==> src/rtl/core/ufd_pkg.sv <==
// Shared types and sizing constants for the UTF-8 stream decoder.
`default_nettype none
package ufd_pkg;

   localparam int ByteWidth   = 8;
   localparam int TrailWidth  = 3;
   localparam int CodeWidth   = 32;
   localparam int LengthWidth = 3;

   localparam int DefaultQueueDepth  = 4;
   localparam int DefaultResultDepth = 2;

   // One classified input byte as it travels from the front to the back.
   typedef struct packed {
      logic [ByteWidth-1:0]  data;
      logic                  zero;
      logic [TrailWidth-1:0] trail;
   } ufd_item_type;

   // One decoded character.
   typedef struct packed {
      logic [CodeWidth-1:0]   code_point;
      logic [LengthWidth-1:0] seq_length;
   } ufd_result_type;

endpackage
`default_nettype wire

==> src/rtl/core/ufd_fifo.sv <==
// Small flip-flop queue with a combinational head read.
`default_nettype none
module ufd_fifo #(
   parameter int Width = 8,
   parameter int Depth = 4
) (
   input  logic             clock,
   input  logic             reset,
   input  logic             push,
   input  logic [Width-1:0] push_data,
   output logic             full,
   input  logic             pop,
   output logic [Width-1:0] pop_data,
   output logic             empty
);

   localparam int PtrWidth = (Depth > 1) ? $clog2(Depth) : 1;
   localparam int CntWidth = $clog2(Depth + 1);

   logic [Width-1:0]    store_ff [Depth];
   logic [PtrWidth-1:0] wr_ptr_ff, wr_ptr_in;
   logic [PtrWidth-1:0] rd_ptr_ff, rd_ptr_in;
   logic [CntWidth-1:0] count_ff, count_in;
   logic                do_push, do_pop;

   assign full     = (count_ff == CntWidth'(Depth));
   assign empty    = (count_ff == '0);
   assign do_push  = push && !full;
   assign do_pop   = pop && !empty;
   assign pop_data = store_ff[rd_ptr_ff];

   always_comb begin
      wr_ptr_in = wr_ptr_ff;
      rd_ptr_in = rd_ptr_ff;
      count_in  = count_ff;
      if (do_push) begin
         if (wr_ptr_ff == PtrWidth'(Depth - 1)) begin
            wr_ptr_in = '0;
         end else begin
            wr_ptr_in = wr_ptr_ff + PtrWidth'(1);
         end
      end
      if (do_pop) begin
         if (rd_ptr_ff == PtrWidth'(Depth - 1)) begin
            rd_ptr_in = '0;
         end else begin
            rd_ptr_in = rd_ptr_ff + PtrWidth'(1);
         end
      end
      if (do_push && !do_pop) begin
         count_in = count_ff + CntWidth'(1);
      end else if (do_pop && !do_push) begin
         count_in = count_ff - CntWidth'(1);
      end
   end

   always_ff @(posedge clock) begin
      if (reset) begin
         wr_ptr_ff <= '0;
         rd_ptr_ff <= '0;
         count_ff  <= '0;
      end else begin
         wr_ptr_ff <= wr_ptr_in;
         rd_ptr_ff <= rd_ptr_in;
         count_ff  <= count_in;
      end
   end

   always_ff @(posedge clock) begin
      if (do_push) begin
         store_ff[wr_ptr_ff] <= push_data;
      end
   end

endmodule
`default_nettype wire

==> src/rtl/core/ufd_front.sv <==
// Front end: classifies each incoming byte by the trailing count its lead value announces.
`default_nettype none
module ufd_front (
   input  logic [ufd_pkg::ByteWidth-1:0] in_byte,
   output ufd_pkg::ufd_item_type         item
);

   logic [ufd_pkg::TrailWidth-1:0] trail;

   always_comb begin
      if (in_byte < 8'hC0) begin
         trail = 3'd0;
      end else if (in_byte < 8'hE0) begin
         trail = 3'd1;
      end else if (in_byte < 8'hF0) begin
         trail = 3'd2;
      end else if (in_byte < 8'hF8) begin
         trail = 3'd3;
      end else if (in_byte < 8'hFC) begin
         trail = 3'd4;
      end else begin
         trail = 3'd5;
      end
   end

   assign item.data  = in_byte;
   assign item.zero  = (in_byte == '0);
   assign item.trail = trail;

endmodule
`default_nettype wire

==> src/rtl/core/ufd_back.sv <==
// Back end: accumulates sequence bytes and produces one decoded character per sequence.
`default_nettype none
module ufd_back (
   input  logic                   clock,
   input  logic                   reset,
   input  ufd_pkg::ufd_item_type  item,
   input  logic                   item_valid,
   output logic                   item_take,
   input  logic                   result_full,
   output logic                   result_push,
   output ufd_pkg::ufd_result_type result
);

   logic [ufd_pkg::TrailWidth-1:0] trail_total_ff, trail_total_in;
   logic [ufd_pkg::TrailWidth-1:0] bytes_taken_ff, bytes_taken_in;
   logic [ufd_pkg::CodeWidth-1:0]  accum_ff, accum_in;

   logic [ufd_pkg::TrailWidth-1:0] total;
   logic [ufd_pkg::TrailWidth-1:0] remaining;
   logic [4:0]                     shift_amount;
   logic [ufd_pkg::CodeWidth-1:0]  base;
   logic [ufd_pkg::CodeWidth-1:0]  sum;
   logic [ufd_pkg::CodeWidth-1:0]  offset;
   logic                           last;

   assign item_take = item_valid && !result_full;

   always_comb begin
      if (bytes_taken_ff == '0) begin
         total = item.trail;
         base  = '0;
      end else begin
         total = trail_total_ff;
         base  = accum_ff;
      end
      remaining = total - bytes_taken_ff;
      case (remaining)
         3'd0:    shift_amount = 5'd0;
         3'd1:    shift_amount = 5'd6;
         3'd2:    shift_amount = 5'd12;
         3'd3:    shift_amount = 5'd18;
         3'd4:    shift_amount = 5'd24;
         default: shift_amount = 5'd30;
      endcase
      sum  = base + (ufd_pkg::CodeWidth'(item.data) << shift_amount);
      last = (bytes_taken_ff >= total);
      // The offset strips the marker bits of the lead and continuation bytes.
      case (total)
         3'd0:    offset = 32'h0000_0000;
         3'd1:    offset = 32'h0000_3080;
         3'd2:    offset = 32'h000E_2080;
         3'd3:    offset = 32'h03C8_2080;
         3'd4:    offset = 32'hFA08_2080;
         default: offset = 32'h8208_2080;
      endcase
   end

   always_comb begin
      trail_total_in    = trail_total_ff;
      bytes_taken_in    = bytes_taken_ff;
      accum_in          = accum_ff;
      result_push       = 1'b0;
      result.code_point = sum - offset;
      result.seq_length = total + ufd_pkg::LengthWidth'(1);
      if (item_take) begin
         if (item.zero) begin
            result_push       = 1'b1;
            result.code_point = '0;
            result.seq_length = '0;
            trail_total_in    = '0;
            bytes_taken_in    = '0;
            accum_in          = '0;
         end else if (last) begin
            result_push    = 1'b1;
            trail_total_in = '0;
            bytes_taken_in = '0;
            accum_in       = '0;
         end else begin
            trail_total_in = total;
            bytes_taken_in = bytes_taken_ff + ufd_pkg::TrailWidth'(1);
            accum_in       = sum;
         end
      end
   end

   always_ff @(posedge clock) begin
      if (reset) begin
         trail_total_ff <= '0;
         bytes_taken_ff <= '0;
         accum_ff       <= '0;
      end else begin
         trail_total_ff <= trail_total_in;
         bytes_taken_ff <= bytes_taken_in;
         accum_ff       <= accum_in;
      end
   end

endmodule
`default_nettype wire

==> src/rtl/core/utf8_stream_decoder.sv <==
// Top level of the UTF-8 to UTF-32 stream decoder.
// The decoder takes one byte per beat and sustains one byte per clock cycle while req_full
// is low. A byte is classified on entry and written into a queue of QueueDepth entries; the
// sequence accumulator drains that queue at one byte per cycle unless the result queue is
// full, and writes each finished character into a result queue of ResultDepth entries. A
// character's last byte is registered in the input queue and the character in the result
// queue before it reaches the result ports. A zero byte yields code point 0 with length 0
// and drops any partial sequence; an incomplete sequence yields nothing until it completes.
`default_nettype none
module utf8_stream_decoder #(
   parameter int QueueDepth  = ufd_pkg::DefaultQueueDepth,
   parameter int ResultDepth = ufd_pkg::DefaultResultDepth
) (
   input  logic                            clock,
   input  logic                            reset,
   input  logic                            req_push,
   output logic                            req_full,
   input  logic [ufd_pkg::ByteWidth-1:0]   req_in_byte,
   output logic                            rsp_empty,
   input  logic                            rsp_pop,
   output logic [ufd_pkg::CodeWidth-1:0]   rsp_code_point,
   output logic [ufd_pkg::LengthWidth-1:0] rsp_seq_length
);

   ufd_pkg::ufd_item_type   front_item;
   ufd_pkg::ufd_item_type   head_item;
   ufd_pkg::ufd_result_type back_result;
   ufd_pkg::ufd_result_type out_result;
   logic                    queue_empty;
   logic                    item_take;
   logic                    result_full;
   logic                    result_push;

   ufd_front u_front (
      .in_byte (req_in_byte),
      .item    (front_item)
   );

   ufd_fifo #(
      .Width ($bits(ufd_pkg::ufd_item_type)),
      .Depth (QueueDepth)
   ) u_queue (
      .clock     (clock),
      .reset     (reset),
      .push      (req_push),
      .push_data (front_item),
      .full      (req_full),
      .pop       (item_take),
      .pop_data  (head_item),
      .empty     (queue_empty)
   );

   ufd_back u_back (
      .clock       (clock),
      .reset       (reset),
      .item        (head_item),
      .item_valid  (!queue_empty),
      .item_take   (item_take),
      .result_full (result_full),
      .result_push (result_push),
      .result      (back_result)
   );

   ufd_fifo #(
      .Width ($bits(ufd_pkg::ufd_result_type)),
      .Depth (ResultDepth)
   ) u_results (
      .clock     (clock),
      .reset     (reset),
      .push      (result_push),
      .push_data (back_result),
      .full      (result_full),
      .pop       (rsp_pop),
      .pop_data  (out_result),
      .empty     (rsp_empty)
   );

   assign rsp_code_point = out_result.code_point;
   assign rsp_seq_length = out_result.seq_length;

endmodule
`default_nettype wire
==> config.mk <==
export PLATFORM = sky130hd
export DESIGN_NAME = utf8_stream_decoder
export DESIGN_NICKNAME = d
export VERILOG_FILES = /design/src/rtl/core/ufd_pkg.sv /design/src/rtl/core/ufd_fifo.sv /design/src/rtl/core/ufd_front.sv /design/src/rtl/core/ufd_back.sv /design/src/rtl/core/utf8_stream_decoder.sv
export SDC_FILE = /design/constraint.sdc
export NUM_CORES = 1
export LEC_CHECK = 0
export ABC_AREA = 0
export BUFFER_PORTS_ARGS = -buffer_cell sky130_fd_sc_hd__buf_4
export CORE_ASPECT_RATIO = 0.75
export CORE_MARGIN = 3
export CORE_UTILIZATION = 67
export CTS_CLUSTER_SIZE = 14
export DETAILED_ROUTE_END_ITERATION = 10
export PLACE_DENSITY_LB_ADDON = 0.08
export SLEW_MARGIN = 25
export SYNTH_ARGS = -nofsm -noshare
export SYNTH_HDL_FRONTEND = slang
export SYNTH_HIERARCHICAL = 1
export SYNTH_SLANG_ARGS = --single-unit
==> constraint.sdc <==
create_clock -name clock -period 13.66 [get_ports clock]
set_input_delay 1.366 -clock clock [delete_from_list [all_inputs] [get_ports clock]]
set_output_delay 1.366 -clock clock [all_outputs]
set_load 0.005 [all_outputs]
### After elaboration in Yosys (flattened, before gate mapping)

Memory sizes are Yosys's and may differ from the RTL's. A register that Yosys moved wholly into a read port is not among the register bits.
Cells that the tools add are included.
Widths: inputs -> output; s select.

* $mul: 0
* multiplexer cells: 36
* $lt $le $gt $ge: 6
* $add $sub $neg: 13
* bitwise operators: 0
* shift operators: 1
* eq/ne operators: 12
* divide/modulo/power cells: 0
* reduce and logical (&&, ||, !) cells: 25

Operators with widths (number)
* $pmux 32 s5: 1
* $mux 32: 3
* $mux 35: 2
* $lt 8x8->1 const B: 5
* $mux 3: 11
* $add 32x32->32: 1
* $shl 8x5->32: 1
* $sub 32x32->32: 1
* $pmux 5 s5: 1
* $eq 3x2->1 const B: 4
* $logic_not 3->1: 4
* $mux 1: 12
* $mux 2: 6
* $add 3x1->3 const B: 3
* $eq 3x3->1 const B: 3
* $logic_and 1x1->1: 9
* $logic_not 1->1: 8
* $logic_not 8->1: 1
* $add 2x1->2 const B: 3
* $eq 2x2->1 const B: 3
* $eq 3x1->1 const B: 2
* $reduce_bool 2->1: 2
* $ge 3x3->1: 1
* $sub 3x1->3 const B: 1
* other kinds (4): 5

* register bits: 49
* output and inout bits: 37
* RAM bits: 118
* memories: 2
* memory bits (read-only): 0
* latch bits: 0
* word-level logic and storage cells: 104
* bits of input ports: 12

Memories
* u_results.store_ff: words 2, width 35, rd ports 1, clocked after memory_dff 1, write ports 1, line ufd_fifo.sv:20 `logic [Width-1:0] store_ff [Depth];`
* u_queue.store_ff: words 4, width 12, rd ports 1, clocked after memory_dff 1, write ports 1, line ufd_fifo.sv:20

### Depth between registers and ports, before layout

* word-level depth: 11
* mapped depth: 31
* gate-level depth less buffers: 30

### Modules after synthesis

The synthesis kept the hierarchy.

By module, submodules not included
* ufd_back: instances 1, area each 4849.7 um^2, seq. area each 760.7 um^2, cells an instance 669
* ufd_fifo (u_results): instances 1, area each 2738.9 um^2, seq. area each 2202.1 um^2, cells an instance 134
* ufd_fifo (u_queue): instances 1, area each 2218.4 um^2, seq. area each 1621.6 um^2, cells an instance 112
* ufd_front: instances 1, area each 118.9 um^2, seq. area each 0.0 um^2, cells an instance 18
* utf8_stream_decoder: instances 1, area each 3.8 um^2, seq. area each 0.0 um^2, cells an instance 1

### Worst setup path before layout

No wires, ideal clock.

* kind: register to register
* start point: reg with a tool-made name
* end point: mem u_results/store_ff[0][31] in the netlist's numbering (data pin)
* required time: 13397 ps
* path buffers: 1
* path slack: 7183 ps
* cell stages (with the launch flop): 28
* period minus slack after synthesis: 6477 ps
* library setup time: 263 ps
* data arrival time: 6214 ps
* cells stage by stage: dfxtp_1 -> buf_4 -> mux4_2 -> mux2_2 -> inv_1 -> ha_1 -> fa_1 -> nand2_1 -> nor2_1 -> and2_1 -> ha_1 -> fa_1 -> a211o_1 -> a211o_1 -> nand3_1 -> nand2_1 -> o21a_1 -> o21ai_0 -> nand2b_1 -> a21oi_1 -> xnor2_1 -> ha_1 -> a21o_1 -> a21oi_1 -> nand3_2 -> a211o_1 -> a21o_1 -> mux2i_1

RTL lines (line)
* to (decl): ufd_fifo.sv:20

==> Implementation_results.wiki <==
{| class="wikitable"
! Metric !! Value
|-
| Combined area of the multi-input logic cells || 5025 µm²
|-
| Critical path startpoint category || register
|-
| CTS clk-pin slew, worst paths || 0.07 ns
|-
| Vias/cell || 6.295
|-
| Sum of net half-perimeters after detailed placement || 15870 µm
|-
| Core Box Area || 14120 µm²
|-
| Layout Cell Area excl Fill || 10960 µm²
|-
| Post-route clock skew || 0.01069 ns
|-
| Layout cell share with drive strength beyond 1 || 0.1592
|-
| Remaining number of nets flagged by the antenna check after routing || 0
|-
| Total overflow reported by the global router || 0
|-
| Initial Util || 0.7032
|-
| Number of violations of the max-capacitance limit || 0
|-
| GRT Resource Usage Total || 0.2890
|-
| Max clock buf depth || 2
|-
| Worst Path Arrival || 7.87 ns
|-
| Root buffer selected by CTS || sky130_fd_sc_hd__clkbuf_16
|-
| Die Ht || 111.4 µm
|-
| Number of warnings reported in the yosys synthesis log || 6
|-
| RSZ-0062 raised after global routing || no
|-
| Kind of critical path || reg -> reg
|-
| CTS tree || built
|-
| Number of flip-flops and latches in the synthesized netlist || 170
|-
| Die ar. || 16330 µm²
|-
| First-pass iteration count of the detailed router || 8
|-
| Wire length reported by the detailed router || 22940 µm
|-
| Cell count after synthesis || 934
|-
| Number of placement rows || 37
|-
| Minimum clock period || 7.708 ns
|-
| Cell types with the largest area share after synthesis || sky130_fd_sc_hd__edfxtp_1 (36%), sky130_fd_sc_hd__dfxtp_1 (10%), sky130_fd_sc_hd__ha_1 (7.9%)
|-
| Global-route wire length before repair || 37870 µm
|-
| Number of buffer cells added on primary ports || 48
|-
| Post-synthesis net count || 1012
|-
| Final Hold Violating Endpoints || 0
|-
| Final worst path period share || 0.5643
|-
| Worst-case reg-to-reg path depth || 25
|-
| Count of nets after finishing || 1045
|-
| Predominant post-synthesis flop cell || sky130_fd_sc_hd__edfxtp_1
|-
| Vias || 7397
|-
| Register area share after synthesis || 0.4617
|-
| Final Wtd Congestion || 0.9389
|-
| Clock sink total || 170
|-
| Most common cell in the netlist || sky130_fd_sc_hd__edfxtp_1
|-
| Critical path endpoint category || register
|-
| Number of flops mapped to enable cells by yosys || 118
|-
| Top fanout value on the critical path || 12
|-
| Post-route setup TNS || 0 ns
|-
| FF/Latch Area || 4584 µm²
|-
| Mapped Avg Cell Area || 10.63 µm²
|-
| Clock Latency Late Sink || 0.44 ns
|-
| Horizontal die dimension || 146.6 µm
|-
| Setup bufs post-CTS || 0
|-
| CTS Hold Bufs || 0
|-
| Post-synth top cells || sky130_fd_sc_hd__edfxtp_1 (118), sky130_fd_sc_hd__nor2_1 (105), sky130_fd_sc_hd__ha_1 (63)
|-
| Placed standard-cell area || 10380 µm²
|-
| Synthesized area || 9930 µm²
|-
| Pin count of the biggest net entering global routing || 52
|-
| Post-detailed-route DRC marker count || 0
|-
| Proportion of netlist area held by the largest area contributor || 0.3569
|-
| Number of primary I/O pins || 49
|-
| Register-to-register path setup slack || 5.95 ns
|-
| Share of async-settable or async-resettable flops after synthesis || 0
|-
| Initial antenna violation count || 0
|-
| Number of global-route vias before repair || 7564
|-
| Count of H-tree levels built during CTS || 4
|-
| Number of antenna repair diodes || 0
|-
| Slew @ Worst Pin || 1.035 ns
|-
| Netlist cell types || 77
|-
| Setup violations, final || 0
|-
| Result of the run || finished clean
|-
| Quantity of gates resized following cts || 0
|-
| Detail-routed net length per standard cell || 19.52 µm
|-
| Hold Path Stages || 2
|-
| Slew headroom || 0.3028
|-
| Number of pins with negative max-slew slack in the final report || 0
|-
| Number of buffers inserted during clock tree synthesis || 17
|-
| Cell taking the most area after synthesis || sky130_fd_sc_hd__edfxtp_1
|-
| Path type of the worst min-delay path || reg -> reg
|-
| Fill cells || 930
|-
| Initial drt markers || 638
|-
| Data required time of the critical path || 13.82 ns
|-
| Peak Freq || 0.1297 GHz
|-
| Synthesis-to-layout area growth || 10.37%
|}
[sequential cells by signal (all words and copies together), names as in the netlist, named ones only]
name / count
u_results/wr_ptr_ff: 1
u_queue/count_ff: 3
u_queue/wr_ptr_ff: 2
u_queue/rd_ptr_ff: 2
u_results/count_ff: 2
u_back/bytes_taken_ff: 3
u_results/rd_ptr_ff: 1
u_back/accum_ff: 32
u_back/trail_total_ff: 3
u_queue/store_ff: 48
u_results/store_ff: 70
[area by class of cell]
type | count | area share
timing repair buffer | 54 | 0.03699
clock buffer | 18 | 0.03916
multi-input combinational | 692 | 0.4585
tap | 195 | 0.02226
clock inverter | 14 | 0.01336
inverter | 32 | 0.01142
sequential | 170 | 0.4183
[worst max-delay path, stage by stage, from the launching register on]
cell and delay (ns):
sky130_fd_sc_hd__dfxtp_1 0.86, sky130_fd_sc_hd__mux4_2 0.59, sky130_fd_sc_hd__mux2_2 0.32, sky130_fd_sc_hd__inv_1 0.11, sky130_fd_sc_hd__ha_1 0.20, sky130_fd_sc_hd__fa_1 0.53
sky130_fd_sc_hd__nand2_1 0.18, sky130_fd_sc_hd__nor2_1 0.10, sky130_fd_sc_hd__and2_1 0.19, sky130_fd_sc_hd__ha_1 0.20, sky130_fd_sc_hd__fa_1 0.43, sky130_fd_sc_hd__a211o_1 0.30
sky130_fd_sc_hd__a211o_1 0.34, sky130_fd_sc_hd__nand3_1 0.19, sky130_fd_sc_hd__nand2_1 0.12, sky130_fd_sc_hd__o21a_1 0.19, sky130_fd_sc_hd__o21ai_0 0.14, sky130_fd_sc_hd__nand2b_1 0.08
sky130_fd_sc_hd__a21oi_1 0.17, sky130_fd_sc_hd__xnor2_1 0.17, sky130_fd_sc_hd__ha_1 0.31, sky130_fd_sc_hd__a21o_1 0.17, sky130_fd_sc_hd__a21oi_1 0.46, sky130_fd_sc_hd__nand3_2 0.23
sky130_fd_sc_hd__and4_1 0.29, sky130_fd_sc_hd__a2111oi_1 0.54
[cell families (layout without fill, tap and decap cells)]
logic type      Yosys count  after routing  share of synthesized area
fa+ha+maj                66             66                    0.08543
buf+inv                  72            118                    0.03301
mux                      57             57                    0.07737
simple gates            331            331                     0.1699
xor+xnor                 42             42                    0.03780
compound gates          196            196                     0.1348
flops                   170            170                     0.4617
[cell usage in the layout, fill, tap and decap left out, drive strengths merged, types with 5 or more instances in the layout]
master,n
a211o,6
a211oi,7
a21o,22
a21oi,58
a22oi,23
and2,61
and3,19
buf,54
clkbuf,18
clkinv,6
dfxtp,52
edfxtp,118
ha,63
inv,39
mux2,38
mux2i,7
mux4,12
nand2,49
nand2b,11
nand3,21
nor2,106
nor2b,11
nor3,20
nor4,5
o21ai,35
o21bai,5
or2,5
or3,6
xnor2,24
xor2,18
[worst paths after layout]
check | to | startpoint
max reg2reg | u_results/store_ff[1][27] | register
min reg2reg | u_back/accum_ff[30] | u_back/accum_ff[30]
min | u_back/accum_ff[30] | u_back/accum_ff[30]
max | u_results/store_ff[1][27] | register
[per-stage QoR]
| step | worst slack [ns] | util | hold slack (ns) | cells |
|---|---|---|---|---|
| floorplan | 7.183 | - | 0.4273 | 934 |
| global placement | 6.454 | 0.7350 | 0.4382 | 1143 |
| detailed placement | 6.129 | 0.7354 | 0.4404 | 1143 |
| CTS | 6.043 | 0.7762 | 0.4588 | 1175 |
| global route | 5.348 | 0.7762 | 0.4971 | 1175 |
| finish | 5.952 | 0.7762 | 0.4612 | 1175 |
[layer usage]
metal / track usage / wire, µm
met3: 0.07242 / 1899
met4: 0.09398 / 346
met5: 0 / 0
met1: 0.3806 / 9673
met2: 0.4747 / 11020
Power is left out: the tool's default activity adds up to more than one toggle a clock period on the data nets, which glitch-free logic cannot reach.
